$ cat config.mk
export PLATFORM = sky130hd
export DESIGN_NAME = ultrasonic_echo_ranger_unit_flat
export DESIGN_NICKNAME = d
export VERILOG_FILES = /design/src/rtl/uer_pkg.sv /design/src/rtl/uer_ifs.sv /design/src/rtl/ultrasonic_echo_ranger_unit.sv /design/src/flat_wrapper.sv
export SDC_FILE = /design/constraint.sdc
export NUM_CORES = 1
export LEC_CHECK = 0
export BUFFER_PORTS_ARGS = -buffer_cell sky130_fd_sc_hd__buf_2
export CORE_MARGIN = 4
export CORE_UTILIZATION = 45
export DETAILED_ROUTE_END_ITERATION = 16
export HOLD_SLACK_MARGIN = 0.15
export PLACE_DENSITY = 0.65
export SLEW_MARGIN = 20
export SYNTH_ARGS = -nofsm -noshare
export SYNTH_HDL_FRONTEND = slang
export SYNTH_SLANG_ARGS = --single-unit
$ cat constraint.sdc
create_clock -name clk -period 10.6 [get_ports clk]
set_input_delay 1.59 -clock clk [delete_from_list [all_inputs] [get_ports clk]]
set_output_delay 1.59 -clock clk [all_outputs]
set_load 0.1 [all_outputs]
$ cat src/rtl/uer_pkg.sv
// Shared constants, codes and types of the ultrasonic echo ranger.
// Used by the channel interfaces and the ranger top level; depends on nothing.
package uer_pkg;

  localparam int COUNT_BITS      = 17;
  localparam int TRIG_LOW_TICKS  = 2;
  localparam int TRIG_HIGH_TICKS = 10;
  localparam int SCALE_W         = 16;
  localparam int DIST_W          = 11;
  localparam int DIST_SHIFT      = 17;
  localparam int PROD_W          = COUNT_BITS + SCALE_W;

  localparam int CFG_ADDR_W = 3;
  localparam int CFG_DATA_W = 16;

  typedef logic [COUNT_BITS-1:0] count_t;
  typedef logic [SCALE_W-1:0]    scale_t;
  typedef logic [DIST_W-1:0]     dist_t;
  typedef logic [2:0]            phase_t;
  typedef logic [1:0]            status_t;
  typedef logic [CFG_ADDR_W-1:0] cfg_addr_t;
  typedef logic [CFG_DATA_W-1:0] cfg_data_t;

  localparam count_t COUNT_MAX = '1;
  localparam count_t COUNT_LIM = COUNT_MAX - count_t'(1);
  localparam dist_t  DIST_MAX  = '1;

  localparam phase_t PH_IDLE       = 3'd0;
  localparam phase_t PH_TRIG_LOW   = 3'd1;
  localparam phase_t PH_TRIG_HIGH  = 3'd2;
  localparam phase_t PH_CHECK      = 3'd3;
  localparam phase_t PH_WAIT_START = 3'd4;
  localparam phase_t PH_WAIT_END   = 3'd5;

  localparam status_t ST_OK       = 2'd0;
  localparam status_t ST_BUSY     = 2'd1;
  localparam status_t ST_NO_START = 2'd2;
  localparam status_t ST_TOO_LONG = 2'd3;

  localparam cfg_addr_t REG_MAX_ECHO   = 3'd0;
  localparam cfg_addr_t REG_START_WAIT = 3'd1;
  localparam cfg_addr_t REG_OVERHEAD   = 3'd2;
  localparam cfg_addr_t REG_CM_SCALE   = 3'd3;
  localparam cfg_addr_t REG_INCH_SCALE = 3'd4;

  localparam logic [15:0] RST_MAX_ECHO   = 16'd29155;
  localparam logic [15:0] RST_START_WAIT = 16'd5800;
  localparam logic [7:0]  RST_OVERHEAD   = 8'd5;
  localparam scale_t      RST_CM_SCALE   = 16'd2248;
  localparam scale_t      RST_INCH_SCALE = 16'd885;

  typedef struct packed {
    logic    trig;
    logic    done;
    status_t status;
    count_t  width;
    scale_t  scale;
  } meas_t;

endpackage

$ cat src/rtl/uer_ifs.sv
// Valid/ready channel interfaces for the ranger's input and result beats.
// Depends on uer_pkg for the field types.
interface uer_in_if;
  logic valid;
  logic ready;
  logic action;
  logic echo_level;
  logic use_inches;

  modport source (output valid, output action, output echo_level, output use_inches,
                  input ready);
  modport sink   (input valid, input action, input echo_level, input use_inches,
                  output ready);
endinterface

interface uer_out_if;
  logic                 valid;
  logic                 ready;
  logic                 trigger_level;
  logic                 done_res;
  uer_pkg::status_t     status;
  uer_pkg::dist_t       distance;

  modport source (output valid, output trigger_level, output done_res, output status,
                  output distance, input ready);
  modport sink   (input valid, input trigger_level, input done_res, input status,
                  input distance, output ready);
endinterface

$ cat src/rtl/ultrasonic_echo_ranger_unit.sv
// Ultrasonic ping-echo ranger: trigger sequencing, echo timing and distance scaling.
// Depends on uer_pkg and the channel interfaces in uer_ifs.sv.
// Two register stages: an accepted input beat is registered in s1_r, then in the output
// registers, from which its result beat is offered on out_ch.
// Throughput: one beat per cycle unless out_ch stalls; the phase/counter update and the
// scale multiply sit in separate register stages.
// Reset (rst_n, synchronous): phase idle, counter and unit cleared, registers at defaults.
module ultrasonic_echo_ranger_unit (
  input  logic                 clk,
  input  logic                 rst_n,
  uer_in_if.sink               in_ch,
  uer_out_if.source            out_ch,
  input  logic                 cfg_we,
  input  uer_pkg::cfg_addr_t   cfg_addr,
  input  uer_pkg::cfg_data_t   cfg_wdata
);

  logic [15:0]     max_echo_r;
  logic [15:0]     start_wait_r;
  logic [7:0]      overhead_r;
  uer_pkg::scale_t cm_scale_r;
  uer_pkg::scale_t inch_scale_r;

  uer_pkg::phase_t phase_r, phase_nxt, phase_cur;
  uer_pkg::count_t count_r, count_nxt, count_inc, width_raw;
  logic            unit_r, unit_nxt;

  logic            s1_valid_r;
  uer_pkg::meas_t  s1_r, s1_nxt;

  logic            out_valid_r;
  logic            trig_r, done_r;
  uer_pkg::status_t status_r;
  uer_pkg::dist_t  dist_r, dist_nxt;

  logic [31:0]     start_lim, echo_lim, sum_wide;
  logic [uer_pkg::PROD_W-1:0] prod;
  logic [uer_pkg::PROD_W-1:0] dist_wide;

  logic out_adv, s1_adv, in_acc;

  assign out_adv     = !out_valid_r || out_ch.ready;
  assign in_ch.ready = !s1_valid_r || out_adv;
  assign in_acc      = in_ch.valid && in_ch.ready;
  assign s1_adv      = out_adv;

  always_ff @(posedge clk) begin
    if (!rst_n) begin
      max_echo_r   <= uer_pkg::RST_MAX_ECHO;
      start_wait_r <= uer_pkg::RST_START_WAIT;
      overhead_r   <= uer_pkg::RST_OVERHEAD;
      cm_scale_r   <= uer_pkg::RST_CM_SCALE;
      inch_scale_r <= uer_pkg::RST_INCH_SCALE;
    end else if (cfg_we) begin
      unique case (cfg_addr)
        uer_pkg::REG_MAX_ECHO:   max_echo_r   <= cfg_wdata[15:0];
        uer_pkg::REG_START_WAIT: start_wait_r <= cfg_wdata[15:0];
        uer_pkg::REG_OVERHEAD:   overhead_r   <= cfg_wdata[7:0];
        uer_pkg::REG_CM_SCALE:   cm_scale_r   <= cfg_wdata[15:0];
        uer_pkg::REG_INCH_SCALE: inch_scale_r <= cfg_wdata[15:0];
        default: ;
      endcase
    end
  end

  always_comb begin
    sum_wide  = 32'(max_echo_r) + 32'(start_wait_r);
    start_lim = (sum_wide > 32'(uer_pkg::COUNT_LIM)) ? 32'(uer_pkg::COUNT_LIM) : sum_wide;
    echo_lim  = (32'(max_echo_r) > 32'(uer_pkg::COUNT_LIM)) ?
                32'(uer_pkg::COUNT_LIM) : 32'(max_echo_r);
  end

  always_comb begin
    phase_cur = (phase_r > uer_pkg::PH_WAIT_END) ? uer_pkg::PH_IDLE : phase_r;
    count_inc = (count_r == uer_pkg::COUNT_MAX) ? uer_pkg::COUNT_MAX
                                                : count_r + uer_pkg::count_t'(1);
    width_raw = (count_inc > uer_pkg::count_t'(overhead_r)) ?
                count_inc - uer_pkg::count_t'(overhead_r) : '0;

    phase_nxt     = phase_cur;
    count_nxt     = count_r;
    unit_nxt      = unit_r;
    s1_nxt.trig   = 1'b0;
    s1_nxt.done   = 1'b0;
    s1_nxt.status = uer_pkg::ST_OK;
    s1_nxt.width  = '0;
    s1_nxt.scale  = unit_r ? inch_scale_r : cm_scale_r;

    if (in_ch.action) begin
      if (phase_cur == uer_pkg::PH_IDLE) begin
        unit_nxt  = in_ch.use_inches;
        count_nxt = '0;
        phase_nxt = uer_pkg::PH_TRIG_LOW;
      end else if (phase_cur == uer_pkg::PH_TRIG_HIGH) begin
        s1_nxt.trig = 1'b1;
      end
    end else begin
      unique case (phase_cur)
        uer_pkg::PH_TRIG_LOW: begin
          count_nxt = count_inc;
          if (32'(count_inc) >= 32'(uer_pkg::TRIG_LOW_TICKS)) begin
            count_nxt = '0;
            phase_nxt = uer_pkg::PH_TRIG_HIGH;
          end
        end
        uer_pkg::PH_TRIG_HIGH: begin
          s1_nxt.trig = 1'b1;
          count_nxt   = count_inc;
          if (32'(count_inc) >= 32'(uer_pkg::TRIG_HIGH_TICKS)) begin
            count_nxt = '0;
            phase_nxt = uer_pkg::PH_CHECK;
          end
        end
        uer_pkg::PH_CHECK: begin
          count_nxt = '0;
          if (in_ch.echo_level) begin
            s1_nxt.done   = 1'b1;
            s1_nxt.status = uer_pkg::ST_BUSY;
            phase_nxt     = uer_pkg::PH_IDLE;
          end else begin
            phase_nxt = uer_pkg::PH_WAIT_START;
          end
        end
        uer_pkg::PH_WAIT_START: begin
          if (in_ch.echo_level) begin
            count_nxt = '0;
            phase_nxt = uer_pkg::PH_WAIT_END;
          end else begin
            count_nxt = count_inc;
            if (32'(count_inc) > start_lim) begin
              s1_nxt.done   = 1'b1;
              s1_nxt.status = uer_pkg::ST_NO_START;
              count_nxt     = '0;
              phase_nxt     = uer_pkg::PH_IDLE;
            end
          end
        end
        uer_pkg::PH_WAIT_END: begin
          count_nxt = count_inc;
          if (!in_ch.echo_level) begin
            s1_nxt.done  = 1'b1;
            s1_nxt.width = width_raw;
            count_nxt    = '0;
            phase_nxt    = uer_pkg::PH_IDLE;
          end else if (32'(count_inc) > echo_lim) begin
            s1_nxt.done   = 1'b1;
            s1_nxt.status = uer_pkg::ST_TOO_LONG;
            count_nxt     = '0;
            phase_nxt     = uer_pkg::PH_IDLE;
          end
        end
        default: ;
      endcase
    end
  end

  always_ff @(posedge clk) begin
    if (!rst_n) begin
      phase_r    <= uer_pkg::PH_IDLE;
      count_r    <= '0;
      unit_r     <= 1'b0;
      s1_valid_r <= 1'b0;
    end else begin
      if (in_acc) begin
        phase_r <= phase_nxt;
        count_r <= count_nxt;
        unit_r  <= unit_nxt;
      end
      if (in_ch.ready) begin
        s1_valid_r <= in_acc;
      end
    end
  end

  always_ff @(posedge clk) begin
    if (in_acc) begin
      s1_r <= s1_nxt;
    end
  end

  always_comb begin
    prod      = uer_pkg::PROD_W'(s1_r.width) * uer_pkg::PROD_W'(s1_r.scale);
    dist_wide = prod >> uer_pkg::DIST_SHIFT;
    dist_nxt  = (dist_wide > uer_pkg::PROD_W'(uer_pkg::DIST_MAX)) ?
                uer_pkg::DIST_MAX : dist_wide[uer_pkg::DIST_W-1:0];
  end

  always_ff @(posedge clk) begin
    if (!rst_n) begin
      out_valid_r <= 1'b0;
    end else if (s1_adv) begin
      out_valid_r <= s1_valid_r;
    end
  end

  always_ff @(posedge clk) begin
    if (s1_adv && s1_valid_r) begin
      trig_r   <= s1_r.trig;
      done_r   <= s1_r.done;
      status_r <= s1_r.status;
      dist_r   <= dist_nxt;
    end
  end

  assign out_ch.valid         = out_valid_r;
  assign out_ch.trigger_level = trig_r;
  assign out_ch.done_res      = done_r;
  assign out_ch.status        = status_r;
  assign out_ch.distance      = dist_r;

endmodule

$ cat src/flat_wrapper.sv
// flat-port wrapper written by rule: the top's interface ports become plain ports
module ultrasonic_echo_ranger_unit_flat 
  (clk, rst_n, cfg_we, cfg_addr, cfg_wdata, in_ch_valid, in_ch_action, in_ch_echo_level, in_ch_use_inches, in_ch_ready, out_ch_valid, out_ch_trigger_level, out_ch_done_res, out_ch_status, out_ch_distance, out_ch_ready);
  uer_in_if in_ch_i ();
  uer_out_if out_ch_i ();
  input  logic clk;
  input  logic rst_n;
  input  logic cfg_we;
  input  uer_pkg::cfg_addr_t cfg_addr;
  input  uer_pkg::cfg_data_t cfg_wdata;
  input wire logic [$bits(in_ch_i.valid)-1:0] in_ch_valid;
  input wire logic [$bits(in_ch_i.action)-1:0] in_ch_action;
  input wire logic [$bits(in_ch_i.echo_level)-1:0] in_ch_echo_level;
  input wire logic [$bits(in_ch_i.use_inches)-1:0] in_ch_use_inches;
  output wire logic [$bits(in_ch_i.ready)-1:0] in_ch_ready;
  output wire logic [$bits(out_ch_i.valid)-1:0] out_ch_valid;
  output wire logic [$bits(out_ch_i.trigger_level)-1:0] out_ch_trigger_level;
  output wire logic [$bits(out_ch_i.done_res)-1:0] out_ch_done_res;
  output wire logic [$bits(out_ch_i.status)-1:0] out_ch_status;
  output wire logic [$bits(out_ch_i.distance)-1:0] out_ch_distance;
  input wire logic [$bits(out_ch_i.ready)-1:0] out_ch_ready;
  assign in_ch_i.valid = in_ch_valid;
  assign in_ch_i.action = in_ch_action;
  assign in_ch_i.echo_level = in_ch_echo_level;
  assign in_ch_i.use_inches = in_ch_use_inches;
  assign in_ch_ready = in_ch_i.ready;
  assign out_ch_valid = out_ch_i.valid;
  assign out_ch_trigger_level = out_ch_i.trigger_level;
  assign out_ch_done_res = out_ch_i.done_res;
  assign out_ch_status = out_ch_i.status;
  assign out_ch_distance = out_ch_i.distance;
  assign out_ch_i.ready = out_ch_ready;
  ultrasonic_echo_ranger_unit u_core (.clk(clk), .rst_n(rst_n), .in_ch(in_ch_i), .out_ch(out_ch_i), .cfg_we(cfg_we), .cfg_addr(cfg_addr), .cfg_wdata(cfg_wdata));
endmodule
* Word level (Yosys, flattened, before mapping) *
Cells that the tools add are included.

storage, ports and cells
  bits in registers = 147
  latch bits = 0
  memory bits (writable) = 0
  memory bits (read-only) = 0
  input bits = 27
  output and inout port bits = 17
  word-level logic and storage cells = 94
  memories = 0

operators by class
  add/subtract/negate cells = 3
  $mul = 1
  div/mod/pow operators = 0
  magnitude comparators = 8
  eq/ne operators = 11
  shifts and indexed selects = 0
  multiplexer cells = 33
  bitwise logic cells = 2
  reduce and logical (&&, ||, !) cells = 17

operators with widths
  cell                                                                                  number
  17-bit 2-to-1 mux                                                                     9
  17-bit case mux with 5 select lines                                                   1
  3-bit 2-to-1 mux                                                                      14
  17-bit by 16-bit multiplier with 33-bit output                                        1
  17-bit by 32-bit greater-than comparator with 1-bit output                            1
  32-bit by 17-bit greater-than comparator with 1-bit output, second input constant     1
  32-bit 2-to-1 mux                                                                     1
  16-bit by 16-bit adder with 17-bit output                                             1
  17-bit by 1-bit adder with 17-bit output, second input constant                       1
  17-bit == test, second input constant                                                 1
  17-bit by 2-bit greater-or-equal comparator with 1-bit output, second input constant  1
  17-bit by 4-bit greater-or-equal comparator with 1-bit output, second input constant  1
  17-bit by 16-bit greater-than comparator with 1-bit output                            1
  17-bit by 8-bit greater-than comparator with 1-bit output                             1
  17-bit by 8-bit subtractor with 17-bit output                                         1
  16-bit by 11-bit greater-than comparator with 1-bit output, second input constant     1
  16-bit 2-to-1 mux                                                                     1
  3-bit case mux with 5 select lines                                                    1
  3-bit by 2-bit == test with 1-bit output, second input constant                       4
  2-bit AND reduction                                                                   5
  3-bit == test, second input constant                                                  3
  3-bit case mux with 3 select lines                                                    1
  3-bit by 1-bit == test with 1-bit output, second input constant                       2
  3-bit zero test                                                                       2
  other kinds (11)                                                                      19

* Depth between registers and ports, before layout *
Gate-level depths: netlist (run 1).

  word-level depth = 8
  depth in mapped cells = 25
  mapped depth without buffers = 22

* Worst setup path before layout (run 1) *
No wires, ideal clock.

  path kind = reg2reg
  start = register u_core.s1_r[6] (netlist name)
  end = register u_core.dist_r[8], in the netlist u_core.out_ch.distance[8], data pin
  library setup time = 0.274 ns
  arrival time = 6.271 ns
  required time = 10.326 ns
  path slack = 4.055 ns
  stages on the path, launching flop included = 25
  path buffers = 4
  clock period less this slack = 6.545 ns
  path through = edfxtp_1 clkbuf_1 clkbuf_1 nand2_1 fa_1 inv_1 fa_1 inv_1 fa_1 inv_1 fa_1 inv_1 fa_1 inv_1 fa_1 ha_1 clkbuf_1 o21ai_0 nor2_1 nor3_1 o41ai_1 o21ai_0 a2111oi_0 buf_2 nand4_1

between the ends
  longest elaborated chain between the ends = 2

ends and longest elaborated chain
  element                                                     RTL line                            source
  start: declaration                                          ultrasonic_echo_ranger_unit.sv:29   uer_pkg::meas_t s1_r, s1_nxt;
  start signal: assignment                                    ultrasonic_echo_ranger_unit.sv:177  s1_r <= s1_nxt;
  17-bit by 16-bit multiplier with 33-bit output (*)          ultrasonic_echo_ranger_unit.sv:182  prod = uer_pkg::PROD_W'(s1_r.width) * uer_pkg::PROD_W'(s1_r.scale);
  16-bit by 11-bit greater-than comparator with 1-bit output  ultrasonic_echo_ranger_unit.sv:184  dist_nxt = (dist_wide > uer_pkg::PROD_W'(uer_pkg::DIST_MAX)) ?
  end signal: assignment                                      ultrasonic_echo_ranger_unit.sv:201  dist_r <= dist_nxt;
  end: declaration                                            ultrasonic_echo_ranger_unit.sv:34   uer_pkg::dist_t dist_r, dist_nxt;

Mark *: on every way between the ends. The rest lies on a longest branch, timed or not.
A chain may end at the register's enable or synchronous reset.

* Worst setup path after layout (run 1) *
  start = register u_core.s1_r[8] (netlist name)
  end = register u_core.dist_r[7], in the netlist u_core.out_ch.distance[7], data pin

The elaborated chain is that of the path after synthesis.

==> results.py, run 1 <==
metrics = {
    "logic_synthesis": {
        "yosysSeqAreaShare": 0.202,
        "syn_area_mm2": 0.0172,
        "synth_cell_types": 81,
        "synth_largest_area_cell": "fa_1",
        "synth.avg_cell_area_um2": 8.77,
        "synth-edff-count": 52,
        "async_flop_share": 0,
        "ys_ff_latch": 147,
        "synth_top_area_frac": 0.244,
        "synthCells": 1959,
        "synthTopCellsByArea": "fa_1 (24%), ha_1 (12%), dfxtp_1 (11%)",
        "synth_fp_nets": 2358,
        "yosysWarnings": 0,
        "synth_flop_cell": "dfxtp_1",
    },
    "sta": {
        "fin_crit_ns": 7.45,
        "rsz0062_at_grt": "no",
        "min_period_over_period": 0.702,
        "skew_ns": 0.0160,
        "finalSetupTns_ns": 0,
        "finalSetupViolCount": 0,
        "tightest_slew_ns": 1.03,
        "maxSlewViolCount": 0,
        "fmax_ghz": 0.134,
        "hold_viol": 0,
        "relSlewSlack": 0.309,
    },
    "worst_setup_path": {
        "required_ns": 10.75,
        "r2r-start": "u_core.s1_r[8]$_DFFE_PP_",
        "r2r_cells": 20,
        "crit_type": "reg2reg",
        "crit_path_end_kind": "register",
        "cp-start-kind": "register",
        "cp_common_cell": "fa_1",
        "reg2reg_slack_ns": 3.15,
        "crit_fanout": 17,
        "critPathSlowestCell": "edfxtp_1",
        "critPathMaxStageDelay_ns": 0.83,
        "worstPathCellList": "nand2_1, fa_1, inv_1, fa_1, inv_1, fa_1, inv_1, fa_1, inv_1, fa_1, inv_1, fa_1, ha_1, a21oi_1, o21ai_0, nor3_1, a211oi_1, or4_1, a221oi_2, o211ai_1",
        "arrival_ns": 7.59,
        "timing.rr.end": "u_core.out_ch.distance[7]$_SDFFCE_PN1P_",
    },
    "global_route": {
        "grt_max_degree": 81,
        "grt_usage": 0.214,
        "grt_pass1_vias": 13600,
        "gr-total-overflow": 0,
        "met2_usage": 0.350,
        "met1_usage": 0.295,
        "use_met3": 0.0332,
        "antenna_found_initial": 0,
        "grt-busiest-layer": "met2",
        "grt_pass1_wl_um": 71000,
    },
    "routing": {
        "viasPerCell": 5.46,
        "vias": 13400,
        "first_pass_iters": 5,
        "wirelength_um": 43700,
        "wire_per_inst_um": 17.8,
        "drc": 0,
        "postRouteAntennaNets": 0,
        "drt_iter0_drc": 877,
    },
    "worst_hold_path": {
        "hold_depth": 0,
        "hp-class": "reg2reg",
        "hold-path-endpoint": "u_core.out_ch.done_res$_DFFE_PP_",
        "min_from": "u_core.s1_r[35]$_SDFFCE_PP0P_",
    },
    "clock_tree": {
        "cts_root_buf": "clkbuf_16",
        "cts_resized": 0,
        "clock_latency_ns": 0.45,
        "ctsHoldBuffers": 0,
        "cts_tree": "done",
        "clk_pin_slew_ns": 0.07,
        "cts_sinks": 147,
        "cts_buffers": 17,
        "cts_setup_buffers": 0,
        "h-tree-depth": 4,
        "cts_buffer_depth": 2,
    },
    "run_status": {
        "status": "finished clean",
    },
    "placed_design": {
        "dp_hpwl_um": 34000,
        "placed_cell_area_mm2": 0.0177,
        "io_buffers": 43,
        "gp_routability_congestion": 0.915,
    },
    "die": {
        "core_area_mm2": 0.0377,
        "die_x_um": 203,
        "start_util": 0.456,
        "die_h_um": 203,
        "die_area_mm2": 0.0414,
        "ios": 44,
        "rows": 71,
    },
    "layout": {
        "drive_above_1_share": 0.0612,
        "stdcell_area_mm2": 0.0183,
        "num-nets-final": 2331,
        "fin_util": 0.485,
        "antenna_cells": 0,
        "areaGrowthSynthToFinish_pct": 6.45,
    },
    "pwr": {
        "power.density_mw_per_mm2": 184,
        "vdd_drop_max_mv": 0.114,
        "p_leak_uw": 0.00859,
    },
    "flow_run": {
        "maxCapViolations": 0,
    },
}
==> cell usage in the layout (no fill, tap or decap), drive strengths merged, types with 4 or more instances in the layout <==
| cell | Yosys | routed |
|---|---|---|
| nand2 | 362 | 362 |
| inv | 302 | 311 |
| fa | 209 | 209 |
| ha | 163 | 163 |
| and2 | 111 | 111 |
| dfxtp | 95 | 95 |
| nor2 | 54 | 54 |
| a21oi | 52 | 52 |
| edfxtp | 52 | 52 |
| nand3 | 48 | 48 |
| a21boi | 47 | 47 |
| buf | 14 | 46 |
| o21ai | 36 | 36 |
| xnor2 | 34 | 34 |
| a21o | 24 | 24 |
| nor3 | 21 | 21 |
| nand4 | 21 | 21 |
| a31oi | 19 | 19 |
| mux2 | 19 | 19 |
| clkbuf | 78 | 17 |
| nor2b | 17 | 17 |
| and3 | 16 | 16 |
| a32o | 16 | 16 |
| o211ai | 16 | 16 |
| xor2 | 13 | 13 |
| nand2b | 11 | 11 |
| a211oi | 11 | 11 |
| o21a | 10 | 10 |
| o21bai | 6 | 6 |
| or2 | 6 | 6 |
| or3 | 5 | 5 |
| clkinv | 0 | 5 |
| o2111ai | 4 | 4 |
| or4 | 4 | 4 |
| a211o | 4 | 4 |
| o31ai | 4 | 4 |
| nor3b | 4 | 4 |
==> registers in the layout, summed over array words and instances, names as in the netlist <==
name and count:
u_core.s1_valid_r 1, u_core.unit_r 1, u_core.inch_scale_r 16, u_core.count_r 17, u_core.out_ch.distance 11, u_core.phase_r 3
u_core.out_ch.valid 1, u_core.cm_scale_r 16, u_core.max_echo_r 16, u_core.out_ch.done_res 1, u_core.out_ch.status 2, u_core.out_ch.trigger_level 1
u_core.s1_r 37, u_core.overhead_r 8, u_core.start_wait_r 16
==> how the worst max path moves through the flow <==
stage | start | to | slack, ns | cells past startpoint
global placement | u_core.s1_r[9]$_DFFE_PP_ | u_core.out_ch.distance[7]$_SDFFCE_PN1P_ | 3.08 | 20
finish | u_core.s1_r[8]$_DFFE_PP_ | u_core.out_ch.distance[7]$_SDFFCE_PN1P_ | 3.15 | 20
floorplan | u_core.s1_r[6]$_DFFE_PP_ | u_core.out_ch.distance[8]$_SDFFCE_PN1P_ | 4.05 | 24
detailed placement | u_core.s1_r[9]$_DFFE_PP_ | u_core.out_ch.distance[6]$_SDFFCE_PN1P_ | 2.89 | 20
CTS | u_core.s1_r[9]$_DFFE_PP_ | u_core.out_ch.distance[7]$_SDFFCE_PN1P_ | 2.89 | 20
global route | u_core.s1_r[5]$_DFFE_PP_ | u_core.out_ch.distance[6]$_SDFFCE_PN1P_ | 2.56 | 21
==> routing by layer <==
metal,vias to the layer above,share of wire
met5,-,0
met4,0,0.029
met3,74,0.060
met2,423,0.47
met1,6598,0.44
li1,6326,-
==> Yosys cell counts, drive strengths merged (5+ instances only) <==
| cell | number |
|---|---|
| o21a | 10 |
| ha | 163 |
| a211oi | 11 |
| a21boi | 47 |
| nand2b | 11 |
| and3 | 16 |
| dfxtp | 95 |
| o211ai | 16 |
| clkbuf | 78 |
| inv | 302 |
| mux2 | 19 |
| xor2 | 13 |
| a31oi | 19 |
| and2 | 111 |
| nand2 | 362 |
| or2 | 6 |
| a21oi | 52 |
| buf | 14 |
| o21ai | 36 |
| nand4 | 21 |
| or3 | 5 |
| fa | 209 |
| edfxtp | 52 |
| a21o | 24 |
| xnor2 | 34 |
| nor3 | 21 |
| nor2b | 17 |
| nand3 | 48 |
| o21bai | 6 |
| a32o | 16 |
| nor2 | 54 |
==> stage by stage <==
stage | setup slack (ns) | power, uW | cells | hold WS (ns)
floorplan | 4.05 | 2230 | 1959 | 0.400
global placement | 3.08 | 2710 | 2424 | 0.411
detailed placement | 2.89 | 2730 | 2424 | 0.406
CTS | 2.89 | 3370 | 2456 | 0.422
global route | 2.56 | 3680 | 2456 | 0.425
finish | 3.15 | 3360 | 2456 | 0.422
==> layout make-up <==
type	instances	area [um2]
clock buffer	17	425
clock inverter	15	175
fill	3614	19400
inverter	302	1130
multi-input combinational	1418	12200
sequential	147	3460
tap	511	639
timing repair buffer	46	238
==> where the power goes <==
group / switching [uW] / internal, uW / total [uW] / leakage, uW
Combinational: 1280 / 786 / 2070 / 0.00703
Clock: 302 / 319 / 622 / 0.000291
Sequential: 44.3 / 624 / 668 / 0.00127
==> critical path: cells and delay by family, from the launching register on <==
| kind | cells | cell delay (ns) |
|---|---|---|
| adders and majority gates | 7 | 3.43 |
| AOI/OAI and AO/OA | 5 | 1.37 |
| and+or+nand+nor | 3 | 1.20 |
| DFF | 1 | 0.83 |
| buffers and inverters | 5 | 0.28 |
==> cell families (layout without fill, tap and decap cells) <==
logic type / Yosys count / in the layout / synth area share
AO/OA/AOI/OAI: 282 / 282 / 0.117
XOR/XNOR: 47 / 47 / 0.0240
adder cells (fa/ha/maj): 372 / 372 / 0.362
buffers and inverters: 394 / 380 / 0.0886
flip-flops: 147 / 147 / 0.202
multiplexers: 20 / 20 / 0.0133
AND/OR/NAND/NOR: 697 / 697 / 0.193
No activity file was read; power rests on OpenSTA's default activity.
==> run 2: changes to the inputs <==
- clock period: 10.6 -> 7 ns (I/O delays scaled with it)
==> run 2 against run 1 <==
Net effect:
- clock power is 52% higher
- sequential cell count is the same
- global-route usage hardly changed
- clock skew shrank 0.0021 ns
- power up 52%
- final cell count is 2.1% higher
- via count grew 1.3%
- critical path depth unchanged
- worst setup slack got worse by 2.9 ns
- design area is 2.6% higher
- count of clock-buffer cells in the layout increased by 1
- critical path type unchanged
- largest power group unchanged
==> results.py, run 2 (synthesis results as in run 1) <==
metrics = {
    "global_route": {
        "grt_usage": 0.215,
        "grt_pass1_vias": 13700,
        "gr-total-overflow": 0,
        "antenna_found_initial": 0,
        "grt_pass1_wl_um": 71500,
        "grt_max_degree": 81,
    },
    "layout": {
        "mostFrequentLayoutCells": "nand2_1 (362), inv_1 (302), fa_1 (209)",
        "final_common_cell": "nand2_1",
        "areaGrowthSynthToFinish_pct": 9.26,
        "largest-register": "u_core.s1_r",
        "largestRegisters": "u_core.s1_r x37, u_core.count_r x17",
        "drive_above_1_share": 0.0856,
        "stdcell_area_mm2": 0.0188,
        "antenna_cells": 0,
        "num-nets-final": 2383,
        "largest_reg_flops": 37,
        "nFillCells": 3560,
    },
    "worst_setup_path": {
        "crit_type": "reg2reg",
        "startpoint": "u_core.s1_r[10]$_DFFE_PP_",
        "r2r_cells": 20,
        "arrival_ns": 6.98,
        "r2r-start": "u_core.s1_r[10]$_DFFE_PP_",
        "crit_fanout": 17,
        "reg2reg_slack_ns": 0.23,
        "timing.rr.end": "u_core.out_ch.distance[7]$_SDFFCE_PN1P_",
        "crit_path_end_kind": "register",
        "cp-start-kind": "register",
        "required_ns": 7.21,
    },
    "die": {
        "start_util": 0.456,
        "core_area_mm2": 0.0377,
        "die_area_mm2": 0.0414,
        "rows": 71,
        "die_x_um": 203,
        "die_h_um": 203,
        "ios": 44,
    },
    "sta": {
        "tightest_slew_ns": 0.978,
        "maxSlewViolCount": 0,
        "skew_ns": 0.0139,
        "fmax_ghz": 0.148,
        "fin_crit_ns": 6.77,
        "rsz0062_at_grt": "no",
        "min_period_over_period": 0.967,
        "finalSetupViolCount": 0,
        "finalSetupTns_ns": 0,
        "setup_slack_ns": 0.230,
        "hold_viol": 0,
        "relSlewSlack": 0.345,
    },
    "pwr": {
        "power_frac_comb": 0.622,
        "power.density_mw_per_mm2": 272,
        "internal-power_uw": 2670,
        "power_uw": 5100,
        "p_sw_uw": 2430,
        "vdd_drop_max_mv": 0.248,
        "switching_share": 0.477,
        "p_leak_uw": 0.00888,
        "seqPwrFrac": 0.192,
        "power_frac_clock": 0.186,
    },
    "routing": {
        "first_pass_iters": 6,
        "vias": 13600,
        "drt_iter0_drc": 935,
        "postRouteAntennaNets": 0,
        "viasPerCell": 5.42,
        "drc": 0,
        "wirelength_um": 43800,
        "wire_per_inst_um": 17.5,
    },
    "placed_design": {
        "dp_hpwl_um": 34700,
        "io_buffers": 43,
        "gp_routability_congestion": 0.935,
        "dp_slack_ns": 0.0592,
        "placed_cell_area_mm2": 0.0178,
    },
    "clock_tree": {
        "clock_latency_ns": 0.45,
        "cts_tree": "done",
        "cts_buffers": 17,
        "cts_sinks": 147,
        "h-tree-depth": 4,
        "cts_root_buf": "clkbuf_16",
        "cts_buffer_depth": 2,
        "ctsHoldBuffers": 0,
        "clk_pin_slew_ns": 0.08,
    },
    "worst_hold_path": {
        "hp-class": "reg2reg",
        "hold-path-endpoint": "u_core.out_ch.trigger_level$_DFFE_PP_",
        "hold_depth": 0,
        "min_from": "u_core.s1_r[36]$_DFFE_PP_",
    },
    "run_status": {
        "status": "finished clean",
    },
    "flow_run": {
        "maxCapViolations": 0,
    },
}
run 2: routing by layer:
layer  part of all wire  global-route usage  vias up  wire (um)
li1                   -                   -     6428          -
met1               0.44               0.295     6668      19300
met2               0.48               0.358      429      21200
met3              0.056              0.0324       65       2470
met4              0.020              0.0576        0        895
met5                  0                   0        -          0
run 2: cell type report:
cell class / instances / area [um2] / share of cell area
Inverter: 302 / 1130 / 0.0604
Timing Repair Buffer: 98 / 716 / 0.0381
Clock inverter: 14 / 156 / 0.00833
Clock buffer: 18 / 450 / 0.0240
Multi-Input combinational cell: 1418 / 12200 / 0.651
Tap cell: 511 / 639 / 0.0341
Sequential cell: 147 / 3460 / 0.185
run 2: repair_timing:
action | CTS | global route
endpoints found under the hold margin | 0 | 0
buffers inserted | 0 | 35
endpoints found under the setup margin | 0 | 11
resized for setup | 0 | 1
run 2: worst max-delay path by stage:
stage / to / slack (ns)
after floorplan: u_core.out_ch.distance[8]$_SDFFCE_PN1P_ / 0.45
after global placement: u_core.out_ch.distance[7]$_SDFFCE_PN1P_ / 0.22
after detailed placement: u_core.out_ch.distance[8]$_SDFFCE_PN1P_ / 0.06
after CTS: u_core.out_ch.distance[0]$_SDFFCE_PN1P_ / 0.08
after global routing: u_core.out_ch.distance[7]$_SDFFCE_PN1P_ / 0.02
final: u_core.out_ch.distance[7]$_SDFFCE_PN1P_ / 0.23
run 2: power by group through the flow:
stage / combinational, uW / clock (uW) / sequential [uW]
global placement: 3060 / 0 / 1020
CTS: 3120 / 964 / 1000
global route: 3610 / 999 / 984
detailed placement: 3090 / 0 / 1020
finish: 3170 / 946 / 980
floorplan: 2280 / 0 / 1100
run 2: stage by stage:
step / util / hold WS, ns / instances
finish: 0.498 / 0.420 / 2508
global route: 0.498 / 0.431 / 2508
CTS: 0.489 / 0.422 / 2473
detailed placement: 0.473 / 0.405 / 2441
global placement: 0.473 / 0.403 / 2441
floorplan: - / 0.400 / 1959
run 2: worst max-delay path, stage by stage, from the launching register on:
cell and delay (ns):
edfxtp_1 0.70, nand2_1 0.17, fa_1 0.53, fa_1 0.44, fa_1 0.55, fa_1 0.55
inv_1 0.05, fa_1 0.52, inv_1 0.05, fa_1 0.52, inv_1 0.04, ha_1 0.35
a211oi_1 0.25, nor2_1 0.10, o311ai_0 0.42, a21oi_1 0.13, o21ai_0 0.46, nor4_1 0.13
a2111oi_2 0.24, buf_4 0.23, o211ai_1 0.10
==> run 3: changes to the inputs <==
--- a/config.mk
+++ b/config.mk
@@ -7,2 +7,3 @@
 export LEC_CHECK = 0
+export ABC_AREA = 1
 export BUFFER_PORTS_ARGS = -buffer_cell sky130_fd_sc_hd__buf_2
==> constraint.sdc (replaced) <==
create_clock -name clk -period 7 [get_ports clk]
set_input_delay 0.7 -clock clk [delete_from_list [all_inputs] [get_ports clk]]
set_output_delay 0.7 -clock clk [all_outputs]
set_load 0.1 [all_outputs]
==> run 3 against run 2 <==
Net effect:
- maximum frequency up 5.5%
- hold slack better by 0.014 ns
- non-clock buffer count down 43
- combinational power up 16%
- worst setup slack better by 0.35 ns
- core utilization down 0.94 points
- critical endpoint is now u_core.out_ch.distance[4]$_SDFFCE_PN1P_
- highest routed layer unchanged
==> results.py, run 3 <==
metrics = {
    "clock_tree": {
        "clock_latency_ns": 0.44,
        "cts_sinks": 147,
        "clk_pin_slew_ns": 0.07,
        "cts_root_buf": "clkbuf_16",
        "cts_buffers": 17,
        "cts_tree": "done",
        "cts_buffer_depth": 2,
        "h-tree-depth": 4,
        "cts_resized": 0,
        "cts_setup_buffers": 0,
        "ctsHoldBuffers": 0,
    },
    "layout": {
        "num-nets-final": 2723,
        "stdcell_area_mm2": 0.0190,
        "areaGrowthSynthToFinish_pct": 6.53,
        "antenna_cells": 0,
        "stdcell_count": 2855,
        "largestRegisters": "u_core.s1_r x37, u_core.count_r x17",
        "mostFrequentLayoutCells": "nand2_1 (564), inv_1 (503), fa_1 (209)",
        "largest-register": "u_core.s1_r",
        "largest_reg_flops": 37,
        "drive_above_1_share": 0.0715,
        "final_common_cell": "nand2_1",
    },
    "placed_design": {
        "dp_hpwl_um": 36500,
        "io_buffers": 43,
        "gp_routability_congestion": 0.900,
        "placed_cell_area_mm2": 0.0184,
        "dpl.cell_count": 2823,
    },
    "routing": {
        "postRouteAntennaNets": 0,
        "vias": 14600,
        "wirelength_um": 45000,
        "wire_per_inst_um": 15.8,
        "drc": 0,
        "drt_iter0_drc": 928,
        "first_pass_iters": 5,
        "viasPerCell": 5.12,
    },
    "logic_synthesis": {
        "yosysMostFrequentCell": "nand2_1",
        "synth_top_area_frac": 0.234,
        "synth_cell_types": 50,
        "synth_fp_nets": 2745,
        "synth.avg_cell_area_um2": 7.61,
        "synth_flop_cell": "dfxtp_1",
        "synthCells": 2346,
        "synthTopCellsByArea": "fa_1 (23%), nand2_1 (12%), ha_1 (11%)",
        "yosysWarnings": 0,
        "async_flop_share": 0,
        "ys_ff_latch": 147,
        "synth_largest_area_cell": "fa_1",
        "yosysSeqAreaShare": 0.194,
        "syn_area_mm2": 0.0179,
        "synthTopCellsByCount": "nand2_1 (564), inv_1 (503), fa_1 (209), ha_1 (163), nor2_1 (139)",
        "synth-edff-count": 52,
    },
    "pwr": {
        "seqPwrFrac": 0.184,
        "vdd_drop_max_mv": 0.348,
        "p_sw_uw": 2880,
        "power.density_mw_per_mm2": 299,
        "p_leak_uw": 0.0100,
        "internal-power_uw": 2800,
        "power_frac_clock": 0.170,
        "power_frac_comb": 0.647,
        "switching_share": 0.507,
    },
    "sta": {
        "skew_ns": 0.0134,
        "rsz0062_at_grt": "no",
        "fin_crit_ns": 6.42,
        "min_period_over_period": 0.917,
        "fmax_ghz": 0.156,
        "finalSetupTns_ns": 0,
        "relSlewSlack": 0.337,
        "hold_viol": 0,
        "tightest_slew_ns": 0.988,
        "finalSetupViolCount": 0,
        "maxSlewViolCount": 0,
    },
    "worst_setup_path": {
        "crit_fanout": 17,
        "r2r_cells": 23,
        "arrival_ns": 6.59,
        "r2r-start": "u_core.s1_r[9]$_DFFE_PP_",
        "crit_type": "reg2reg",
        "reg2reg_slack_ns": 0.58,
        "crit_path_end_kind": "register",
        "required_ns": 7.17,
        "cp-start-kind": "register",
        "timing.rr.end": "u_core.out_ch.distance[4]$_SDFFCE_PN1P_",
    },
    "global_route": {
        "grt_usage": 0.214,
        "gr-total-overflow": 0,
        "grt_max_degree": 73,
        "antenna_found_initial": 0,
        "grt_pass1_vias": 15100,
        "grt_pass1_wl_um": 75800,
    },
    "worst_hold_path": {
        "hold_depth": 0,
        "hold-path-endpoint": "u_core.out_ch.status[1]$_DFFE_PP_",
        "min_from": "u_core.s1_r[34]$_SDFFCE_PP0P_",
        "hp-class": "reg2reg",
    },
    "die": {
        "die_x_um": 207,
        "die_h_um": 207,
        "ios": 44,
        "start_util": 0.459,
        "core_area_mm2": 0.0389,
        "rows": 72,
        "die_area_mm2": 0.0429,
    },
    "run_status": {
        "status": "finished clean",
    },
    "flow_run": {
        "maxCapViolations": 0,
    },
}
==> run 3: changes by cell type in the layout (fill, tap and decap cells not counted), sizes merged, moves of 15 or more <==
| cell | delta |
|---|---|
| nor2 | +99 |
| a21boi | -43 |
| mux2 | -19 |
| a21oi | +89 |
| and2 | -111 |
| nor2b | -17 |
| a32o | -16 |
| nand3 | +48 |
| a21o | -15 |
| o21ai | +76 |
| inv | +208 |
| and3 | -15 |
| nand2 | +214 |
| buf | -43 |
==> run 3: how the worst max path moves through the flow <==
stage	start	slack, ns	to
2_1_floorplan	u_core.s1_r[15]$_DFFE_PP_	0.97	u_core.out_ch.distance[10]$_SDFFCE_PN1P_
3_3_place_gp	u_core.s1_r[7]$_DFFE_PP_	0.65	u_core.out_ch.distance[7]$_SDFFCE_PN1P_
3_5_place_dp	u_core.s1_r[7]$_DFFE_PP_	0.63	u_core.out_ch.distance[4]$_SDFFCE_PN1P_
4_1_cts	u_core.s1_r[9]$_DFFE_PP_	0.64	u_core.out_ch.distance[4]$_SDFFCE_PN1P_
5_1_grt	u_core.s1_r[6]$_DFFE_PP_	0.20	u_core.out_ch.distance[7]$_SDFFCE_PN1P_
6_report	u_core.s1_r[9]$_DFFE_PP_	0.58	u_core.out_ch.distance[4]$_SDFFCE_PN1P_
==> run 3: cell families after synthesis <==
logic type | after synthesis | share of synthesized area
flops | 147 | 0.194
compound gates | 293 | 0.0914
simple gates | 888 | 0.218
fa+ha+maj | 372 | 0.348
buf+inv | 608 | 0.130
xor+xnor | 38 | 0.0186
==> run 3: final cells by class <==
cell class              instances  area (um2)
fillers                      3883       19900
multi-input cells            1591       12100
flip-flops and latches        147        3460
inverters                     512        1920
well taps                     518         648
clock buffers                  17         425
repair buffers                 55         305
clock inverters                15         184
==> run 3: power groups by stage <==
stage	registers, uW	logic (uW)	clock network [uW]
final	1040	3680	964
after global routing	1050	4250	1020
after CTS	1040	3700	979
after detailed placement	1060	3680	0
after global placement	1060	3660	0
after floorplan	1170	2630	0
==> run 3: critical path, stage by stage (launching register included) <==
cell and delay [ns]:
edfxtp_1 0.83, nand2_1 0.18, fa_1 0.56, inv_1 0.05
fa_1 0.49, inv_1 0.05, fa_1 0.48, inv_1 0.06
fa_1 0.53, inv_1 0.06, fa_1 0.52, inv_1 0.05
fa_1 0.47, ha_1 0.34, a21oi_1 0.24, o21ai_0 0.24
a21oi_1 0.17, nand2_1 0.16, nand4_1 0.13, nand2_1 0.06
nand2_1 0.06, nand2_1 0.04, inv_1 0.23, nand3_1 0.13
==> run 3: layer usage <==
layer	GRT usage	wire length (um)
met1	0.271	19400
met2	0.391	23100
met3	0.0212	1620
met4	0.0552	884
met5	0	0
==> run 3: metrics by stage <==
step	util	hold slack (ns)	power [uW]	worst slack, ns
finish	0.489	0.434	5690	0.584
global route	0.489	0.445	6320	0.203
CTS	0.489	0.435	5730	0.636
detailed placement	0.473	0.428	4740	0.628
global placement	0.473	0.426	4720	0.652
floorplan	-	0.400	3810	0.966
